$ cat src/rtl/core/lpc_pkg.sv
// Package for the LRU page cache control: command, kind and status codes.
// Used by lpc_cell and lru_page_cache_with_free_list.
package lpc_pkg;
  localparam int unsigned CacheWaysDef = 16;
  localparam int unsigned MaxPagesDef  = 4096;

  localparam logic [2:0] CMD_READ  = 3'd0;
  localparam logic [2:0] CMD_WRITE = 3'd1;
  localparam logic [2:0] CMD_ALLOC = 3'd2;
  localparam logic [2:0] CMD_FREE  = 3'd3;
  localparam logic [2:0] CMD_ROOT  = 3'd4;
  localparam logic [2:0] CMD_FLUSH = 3'd5;

  localparam logic [1:0] KIND_UNCLEAN = 2'd0;
  localparam logic [1:0] KIND_WB      = 2'd1;
  localparam logic [1:0] KIND_CLEAN   = 2'd2;
  localparam logic [1:0] KIND_DONE    = 2'd3;

  localparam logic [1:0] ST_OK    = 2'd0;
  localparam logic [1:0] ST_RANGE = 2'd1;
  localparam logic [1:0] ST_FULL  = 2'd2;

  // per-cell control, one beat to the whole row
  typedef struct packed {
    logic shift;   // take the neighbour's entry
    logic load;    // take the head entry
    logic clean;   // clear dirty mark
    logic kill;    // clear valid
  } cell_ctl_t;
endpackage

$ cat src/rtl/core/lpc_cell.sv
// One recency cell: page id, dirty and valid mark; shifts from its neighbour.
// Depends on lpc_pkg.
module lpc_cell #(
  parameter int unsigned PW = 12
) (
  input  logic               clk,
  input  logic               rst_n,
  input  lpc_pkg::cell_ctl_t ctl,
  input  logic [PW-1:0]      prev_page,
  input  logic               prev_dirty,
  input  logic               prev_valid,
  input  logic [PW-1:0]      head_page,
  input  logic               head_dirty,
  input  logic [PW-1:0]      key,
  output logic [PW-1:0]      page,
  output logic               dirty,
  output logic               valid,
  output logic               match
);
  import lpc_pkg::*;

  logic [PW-1:0] page_r;
  logic          dirty_r, valid_r;

  always_ff @(posedge clk) begin
    if (ctl.load) begin
      page_r <= head_page;
    end else if (ctl.shift) begin
      page_r <= prev_page;
    end
  end

  always_ff @(posedge clk) begin
    if (!rst_n) begin
      dirty_r <= 1'b0;
      valid_r <= 1'b0;
    end else if (ctl.kill) begin
      dirty_r <= 1'b0;
      valid_r <= 1'b0;
    end else if (ctl.load) begin
      dirty_r <= head_dirty;
      valid_r <= 1'b1;
    end else if (ctl.shift) begin
      dirty_r <= prev_dirty;
      valid_r <= prev_valid;
    end else if (ctl.clean) begin
      dirty_r <= 1'b0;
    end
  end

  assign page  = page_r;
  assign dirty = dirty_r;
  assign valid = valid_r;
  assign match = valid_r && (page_r == key);
endmodule

$ cat config.mk
export PLATFORM = sky130hd
export DESIGN_NAME = lpc_cell
export DESIGN_NICKNAME = d
export VERILOG_FILES = /design/src/rtl/core/lpc_pkg.sv /design/src/rtl/core/lpc_cell.sv
export SDC_FILE = /design/constraint.sdc
export NUM_CORES = 1
export LEC_CHECK = 0
export ABC_AREA = 1
export BUFFER_PORTS_ARGS = -buffer_cell sky130_fd_sc_hd__buf_4
export CORE_MARGIN = 2
export CORE_UTILIZATION = 43
export DETAILED_ROUTE_END_ITERATION = 16
export GPL_ROUTABILITY_DRIVEN = 0
export HOLD_SLACK_MARGIN = 0.06
export PLACE_DENSITY = 0.83
export SLEW_MARGIN = 40
export SYNTH_ARGS = -nofsm -noshare
export SYNTH_HDL_FRONTEND = slang
export SYNTH_SLANG_ARGS = --single-unit
$ cat constraint.sdc
create_clock -name clk -period 2.3 [get_ports clk]
set_clock_uncertainty 0.15 [all_clocks]
set_input_delay 0.115 -clock clk [delete_from_list [all_inputs] [get_ports clk]]
set_output_delay 0.115 -clock clk [all_outputs]
set_load 0.01 [all_outputs]
==> results of run 1 <==
per-layer routing:
layer,global-route usage [%],vias to the layer above
met5,0,-
met4,10.5,0
met3,5.25,8
met2,56.3,46
met1,24.5,499
li1,-,538
power breakdown:
group	internal, mW	leakage (nW)	switching, mW
combinational	0.144	0.723	0.100
sequential	0.306	0.140	0.0188
clock	0.0671	0.0150	0.0794
path summary, 6_finish.rpt:
| path | from | endpoint | slack, ps | cells after the start |
|---|---|---|---|---|
| worst max-delay path | ctl[0] | valid | 200 | 7 |
| worst max register to register | valid | valid | 890 | 3 |
| worst min register to register | dirty | dirty | 900 | 3 |
| worst min-delay path | ctl[3] | page[7] | 220 | 3 |
area by class of cell:
type	count	area share, %
repair buffers	88	45.2
flip-flops and latches	14	24.7
multi-input cells	84	21.8
inverters	20	4.63
well taps	27	2.08
clock buffers	4	1.62
flip-flops by register name, summed over array words and instances (netlist names):
signal  cells
dirty       1
valid       1
page       12
worst reg2reg max path, delay by kind of cell, from the launching register on:
kind            cells  cell delay, ps
buf+inv             1             570
flops               1             390
compound gates      1             160
simple gates        1              90
repair_timing:
item / in CTS / in global routing
endpoints found under the hold margin: 14 / 0
hold buffers: 29 / 0
gates resized for setup: 0 / 0
endpoints found under the setup margin: 0 / 0
logic make-up (layout without fill, tap and decap cells):
group	after synthesis	count (layout)
xor+xnor	4	4
simple gates	76	76
buf+inv	23	112
compound gates	4	4
flops	14	14
cell usage after synthesis (all sizes together):
cell     n
nand2   61
buf      3
a21oi    2
inv     20
dfxtp    2
edfxtp  12
nor2    13
a31oi    1
o21ai    1
nand3    2
xnor2    1
xor2     3
per-stage QoR:
stage	hold WS (ps)	util, %	instances
6_report	218	84.4	237
5_1_grt	260	84.4	237
4_1_cts	222	84.4	237
3_5_place_dp	229	68.0	204
3_3_place_gp	227	68.0	204
2_1_floorplan	111	-	121
==> flow_summary.toml, run 1 <==
[pwr]
powerDensity_nw_per_um2 = 441
finalPower_mw = 0.715
p_leak_nw = 0.878
vdd_ir_drop_max_uv = 407

[detailed_routing]
vias_per_cell = 4.60
wirelength_met1_um = 1040
met2_length_um = 1730
antenna_left = 0
drt-wirelength-per-cell_um = 12.6
dr.pass1.iters = 4
wl_met3_um = 139
routed-via-count = 1091
drtIter0Drc = 34
top_layer = "met4"
drt-total-wl_um = 2990
route.detailed.drc = 0

[synth]
synthMuxAreaShare_pct = 0
synth.area.top_cells = "edfxtp_1 42%, nand2_1 27%, inv_1 7.9%"
yosysSeqAreaShare_pct = 47.1
yosys.cell_types.count = 16
yosys.area.top_type = "edfxtp_1"
synth_top_family_by_area = "simple AND/OR/NAND/NOR gates"
ys_warn_count = 0
synth_compound_area_share_pct = 2.50
synth-xor-area-share_pct = 4.12
syn-cell-area_um2 = 851
yosys.area.top_type_share_pct = 42.4
syn_inst = 121
synthSimpleGateAreaFrac_pct = 35.0
synth_fa_ha_area_share_pct = 0
ys_ff_latch = 14
syn_area_per_cell_um2 = 7.03
syn_nets = 166

[global_routing]
grt_pass1_wl_um = 4850
grt_max_degree = 17
grt_overflow = 0
antenna_found_initial = 0
grt_pass1_vias = 1132
grt.total_usage_pct = 26.8

[worst_setup_path]
critPathTopFamily = "buffers and inverters"
cp_max_fo = 2
crit_chain = "dlygate4sd3_1 -> buf_4 -> inv_1 -> nand2_1 -> dlygate4sd3_1 -> a21oi_1 -> dlygate4sd3_1"
path_buf_inv = 5
slowest_stage = "dlygate4sd3_1"
slowest_delay_ps = 580
arrival_ps = 2160
cp.required_ps = 2360
cp-end-kind = "flip-flop"
path_class = "in -> reg"
cp-start-kind = "input port"
path_common_cell = "dlygate4sd3_1"

[timing]
finalSetupViolations = 0
fin_ws_ps = 203
finalHoldViolCount = 0
max_freq_mhz = 477
tightest_slew_ps = 279
rsz0062_at_grt = "no"
fin_setup_tns_ps = 0
min_period_over_period_pct = 91.2
fin_crit_ps = 2100
maxSlewViolCount = 0
slew_headroom_pct = 81.4

[place]
port_buffers = 59
place_ws_ps = 1020
dp_hpwl_um = 1680
dpl_cell_area_um2 = 1310

[final_layout]
final_common_cell = "nand2_1"
nFillCells = 108
antenna_cells = 0
finalInstanceArea_um2 = 1620
nets = 256
final_cell_mix = "61 x nand2_1, 59 x buf_4, 29 x dlygate4sd3_1, 18 x inv_1, 12 x edfxtp_1"
multi_input_area_um2 = 354
register_area_um2 = 400
drive_above_1_share_pct = 31.4
area_growth_pct = 90.7

[floorplanning]
core_um2 = 1920
dieArea_um2 = 2350
die_h_um = 48.5
ios = 60
initial_core_util_pct = 44.3
rows = 16
fp.dieW_um = 48.5

[clock_network]
clk_latency_ps = 260
clk_pin_slew_ps = 90
cts_buffers = 3
htreeDepth = 1
cts_tree = "done"
cts_setup_buffers = 0
cts_root_buf = "clkbuf_4"
cts_buffer_depth = 2
cts_sinks = 14

[hold_path]
min-delay-path-class = "in -> reg"

[run]
drv_cap = 0

[outcome]
outcome = "finished, final reports clean"
Note: power is estimated with default switching activity, not from simulation.
==> run 2: changes to the inputs <==
--- a/config.mk
+++ b/config.mk
@@ -8,11 +8,11 @@
 export ABC_AREA = 1
 export BUFFER_PORTS_ARGS = -buffer_cell sky130_fd_sc_hd__buf_4
 export CORE_MARGIN = 2
-export CORE_UTILIZATION = 43
+export CORE_UTILIZATION = 40
 export DETAILED_ROUTE_END_ITERATION = 16
 export GPL_ROUTABILITY_DRIVEN = 0
 export HOLD_SLACK_MARGIN = 0.06
-export PLACE_DENSITY = 0.83
+export PLACE_DENSITY = 0.78
 export SLEW_MARGIN = 40
 export SYNTH_ARGS = -nofsm -noshare
 export SYNTH_HDL_FRONTEND = slang
==> constraint.sdc (replaced) <==
create_clock -name clk -period 1.95 [get_ports clk]
set_clock_uncertainty 0.15 [all_clocks]
set_input_delay 0.0975 -clock clk [delete_from_list [all_inputs] [get_ports clk]]
set_output_delay 0.0975 -clock clk [all_outputs]
set_load 0.01 [all_outputs]
==> flow_summary.toml, run 2 (synthesis gave the netlist of run 1 again) <==
[global_routing]
grt_pass1_vias = 1152
grt_overflow = 0
grt_pass1_wl_um = 4850
grtUsageMet1_pct = 26.9
grt.met3_usage_pct = 3.03
grt.total_usage_pct = 26.3
busiest_layer = "met2"
grt_max_degree = 17
antenna_found_initial = 0
met2_usage_pct = 51.5

[clock_network]
cts_buffers = 3
cts_root_buf = "clkbuf_4"
cts_tree = "done"
clk_latency_ps = 280
cts.repair.resized = 0
cts_buffer_depth = 2
cts_setup_buffers = 0
clk_pin_slew_ps = 90
htreeDepth = 1
cts_sinks = 14

[final_layout]
drive_above_1_share_pct = 31.5
antenna_cells = 0
area_growth_pct = 95.4
final_common_cell = "nand2_1"
nets = 259
largest_reg_flops = 12
final_cell_mix = "61 x nand2_1, 59 x buf_4, 32 x dlygate4sd3_1, 18 x inv_1, 12 x edfxtp_1"

[place]
dp_hpwl_um = 1780
port_buffers = 59

[worst_setup_path]
arrival_ps = 1850
cp-start-kind = "input port"
setup.worst_path.end = "dirty"
slowest_stage = "dlygate4sd3_1"
r2r.worst_path.cells = 3
reg2reg_from = "dirty"
path_class = "in -> reg"
cp.required_ps = 2030
slowest_delay_ps = 560
crit_chain = "dlygate4sd3_1 -> buf_4 -> nor2_4 -> inv_2 -> nor2_2 -> nand2_1 -> a31oi_1 -> dlygate4sd3_1"
regToRegEndpoint = "dirty"
rrSetupSlack_ps = 680
cp-startpoint = "ctl[3]"
path_common_cell = "dlygate4sd3_1"
cp_max_fo = 13
cp-end-kind = "flip-flop"

[pwr]
powerDensity_nw_per_um2 = 534
p_leak_nw = 0.896
finalPower_mw = 0.888
vdd_ir_drop_max_uv = 566

[floorplanning]
ios = 60
rows = 16
initial_core_util_pct = 42.9
core_um2 = 1980
dieArea_um2 = 2510
die_h_um = 50.1
fp.dieW_um = 50.1

[detailed_routing]
vias_per_cell = 4.55
drtIter0Drc = 13
routed-via-count = 1092
drt-total-wl_um = 3010
antenna_left = 0
drt-wirelength-per-cell_um = 12.5
dr.pass1.iters = 4
route.detailed.drc = 0

[timing]
rsz0062_at_grt = "no"
maxSlewViolCount = 0
fin_crit_ps = 1780
fin_setup_tns_ps = 0
max_freq_mhz = 563
tightest_slew_ps = 295
slew_headroom_pct = 80.3
finalHoldViolCount = 0
finalSetupViolations = 0
min_period_over_period_pct = 91.1

[hold_path]
min-delay-path-class = "in -> reg"
min-delay-start = "ctl[2]"

[run]
drv_cap = 0

[outcome]
outcome = "finished, final reports clean"
## run 2: changes by cell type in the layout (fill, tap and decap cells not counted)
cell / previous run / this run
clkbuf_1: 1 / 0
clkbuf_8: 0 / 1
dlygate4sd3_1: 29 / 32
## run 2: final cells by class
| type | count | area, µm² |
|---|---|---|
| clock buffer | 4 | 36.3 |
| fill | 118 | 319 |
| inverter | 20 | 75.1 |
| multi-input combinational | 84 | 354 |
| sequential | 14 | 400 |
| tap | 27 | 33.8 |
| timing repair buffer | 91 | 763 |
## run 2: worst min-delay path by stage
stage               end  slack (ps)  cells past startpoint
3_5_place_dp   page[11]         210                      3
5_1_grt         page[7]         320                      3
6_report        page[7]         310                      3
2_1_floorplan     valid          90                      2
4_1_cts         page[7]         290                      3
3_3_place_gp   page[11]         210                      3
## run 2: metal layers
| metal | routed length (µm) | up-vias |
|---|---|---|
| met3 | 120 | 6 |
| li1 | - | 547 |
| met5 | 0 | - |
| met2 | 1720 | 43 |
| met1 | 1090 | 496 |
| met4 | 75 | 0 |
## run 2: per-stage QoR
step | area, µm² | worst slack, ps | util [%] | hold slack (ps) | cells
finish | 1660 | 174 | 83.9 | 306 | 240
global route | 1660 | 98.2 | 83.9 | 322 | 240
CTS | 1660 | 221 | 83.9 | 286 | 240
detailed placement | 1310 | 706 | 65.9 | 215 | 204
global placement | 1310 | 746 | 65.9 | 211 | 204
floorplan | 851 | 765 | - | 93.7 | 121
## run 2: critical path, delay by kind of cell
| family | cells | cell delay (ps) |
|---|---|---|
| simple gates | 3 | 250 |
| buf+inv | 4 | 1400 |
| compound gates | 1 | 110 |
## run 2: power breakdown
part	switching, mW	total (mW)	internal (mW)
registers	0.0233	0.384	0.361
logic	0.117	0.290	0.174
clock network	0.100	0.214	0.114
total	0.240	0.888	0.648
## run 2: repair_timing
item | CTS | global route
endpoints found under the setup margin | 0 | 0
endpoints found under the hold margin | 14 | 0
hold buffers | 32 | 0
==> run 3: changes to the inputs <==
--- a/config.mk
+++ b/config.mk
@@ -8,11 +8,11 @@
 export ABC_AREA = 1
 export BUFFER_PORTS_ARGS = -buffer_cell sky130_fd_sc_hd__buf_4
 export CORE_MARGIN = 2
-export CORE_UTILIZATION = 40
+export CORE_UTILIZATION = 36
 export DETAILED_ROUTE_END_ITERATION = 16
 export GPL_ROUTABILITY_DRIVEN = 0
 export HOLD_SLACK_MARGIN = 0.06
-export PLACE_DENSITY = 0.78
+export PLACE_DENSITY = 0.75
 export SLEW_MARGIN = 40
 export SYNTH_ARGS = -nofsm -noshare
 export SYNTH_HDL_FRONTEND = slang
==> constraint.sdc (replaced) <==
create_clock -name clk -period 1.5 [get_ports clk]
set_clock_uncertainty 0.15 [all_clocks]
set_input_delay 0.075 -clock clk [delete_from_list [all_inputs] [get_ports clk]]
set_output_delay 0.075 -clock clk [all_outputs]
set_load 0.01 [all_outputs]
==> flow_summary.toml, run 3 (synthesis gave the netlist of run 1 again) <==
[clock_network]
cts_tree = "done"
cts_buffer_depth = 2
clk_latency_ps = 280
cts_root_buf = "clkbuf_4"
cts_buffers = 3
htreeDepth = 1
cts_sinks = 14
clk_pin_slew_ps = 90

[pwr]
vdd_ir_drop_max_uv = 578
p_leak_nw = 0.896
powerDensity_nw_per_um2 = 660

[global_routing]
antenna_found_initial = 0
grt_overflow = 0
grt.total_usage_pct = 27.4
grt_max_degree = 17
grtUsageMet1_pct = 32.1
met2_usage_pct = 46.3
grt.met3_usage_pct = 7.71
grt_pass1_wl_um = 5310
busiest_layer = "met2"
grt_pass1_vias = 1126

[worst_setup_path]
arrival_ps = 1290
path_class = "reg -> out"
cp-startpoint = "page[5]"
r2r.worst_path.cells = 2
reg2reg_from = "valid"
cp.required_ps = 1270
cp_max_fo = 3
rrSetupSlack_ps = 620
cp-end-kind = "primary output"
regToRegEndpoint = "valid"
setup.worst_path.end = "match"
cp-start-kind = "flip-flop"

[timing]
finalHoldViolCount = 0
fin_setup_tns_ps = -17.8
slew_headroom_pct = 81.6
hold_ws_ps = 44.3
min_period_over_period_pct = 101
fin_ws_ps = -17.8
finalSetupViolations = 1
rsz0062_at_grt = "yes"
fin_crit_ps = 1520
tightest_slew_ps = 276
maxSlewViolCount = 0
max_freq_mhz = 659

[final_layout]
fin_util_pct = 75.2
final_cell_mix = "62 x buf_4, 61 x nand2_1, 32 x dlygate4sd3_1, 18 x inv_1, 12 x edfxtp_1"
area_growth_pct = 97.5
final_common_cell = "buf_4"
drive_above_1_share_pct = 32.4
antenna_cells = 0
nets = 262
largest_reg_flops = 12

[floorplanning]
die_h_um = 52.6
ios = 60
dieArea_um2 = 2770
core_um2 = 2230
initial_core_util_pct = 38.1
fp.dieW_um = 52.6
rows = 17

[run]
drv_cap = 0

[outcome]
violations = "setup timing"
outcome = "finished with violations"

[place]
port_buffers = 59
dp_hpwl_um = 1610

[detailed_routing]
drt-total-wl_um = 3430
routed-via-count = 1163
antenna_left = 0
drt-wirelength-per-cell_um = 14.1
vias_per_cell = 4.77
drtIter0Drc = 46
dr.pass1.iters = 5
route.detailed.drc = 0

[hold_path]
min-delay-path-class = "in -> reg"
[run 3: how the worst min path moves through the flow]
stage,from,endpoint,slack [ps],cells after the start
final,ctl[2],dirty,40,3
after global routing,ctl[2],page[1],80,3
after CTS,ctl[2],page[11],70,3
after detailed placement,prev_page[8],page[8],190,3
after global placement,ctl[1],dirty,190,4
after floorplan,rst_n,valid,70,2
[run 3: cell type report]
class	instances	area (µm²)
fill	144	553
sequential	14	400
clock buffer	3	22.5
clock inverter	1	3.75
multi-input combinational	84	358
tap	28	35.0
inverter	20	75.1
timing repair buffer	94	786
[run 3: report_power, final]
part / switching [mW] / total, mW / internal, mW
clock: 0.127 / 0.223 / 0.0966
combinational: 0.161 / 0.387 / 0.226
sequential: 0.0302 / 0.499 / 0.469
[run 3: through the flow]
stage	power [mW]	cells	cell area (µm²)	setup slack [ps]
3_3_place_gp	0.788	205	1310	304
5_1_grt	1.16	244	1680	-118
6_report	1.11	244	1680	-17.8
3_5_place_dp	0.794	205	1310	280
4_1_cts	1.07	245	1690	-1.84
2_1_floorplan	0.626	121	851	337
[run 3: routing by layer]
layer | routed length (µm) | up-vias
met5 | 0 | -
met4 | 140 | 0
met3 | 324 | 19
met2 | 1690 | 81
met1 | 1270 | 514
li1 | - | 549
[run 3: critical path, stage by stage, from the launching register on]
cell      delay (ps)
edfxtp_1         430
nand2_1           90
nand2_1           50
inv_1             40
nand2_1           40
nor2_1            90
nand2_1           50
nor2_1            90
buf_4            130
[run 3: what timing repair did]
| action | 4_1_cts | 5_1_grt |
|---|---|---|
| setup endpoints to repair | 1 | 3 |
| buffers inserted | 2 | 1 |
| hold endpoints to repair | 14 | 2 |
| gates resized for setup | 0 | 1 |
| pin swaps | 2 | 2 |
| hold buffers | 34 | 1 |
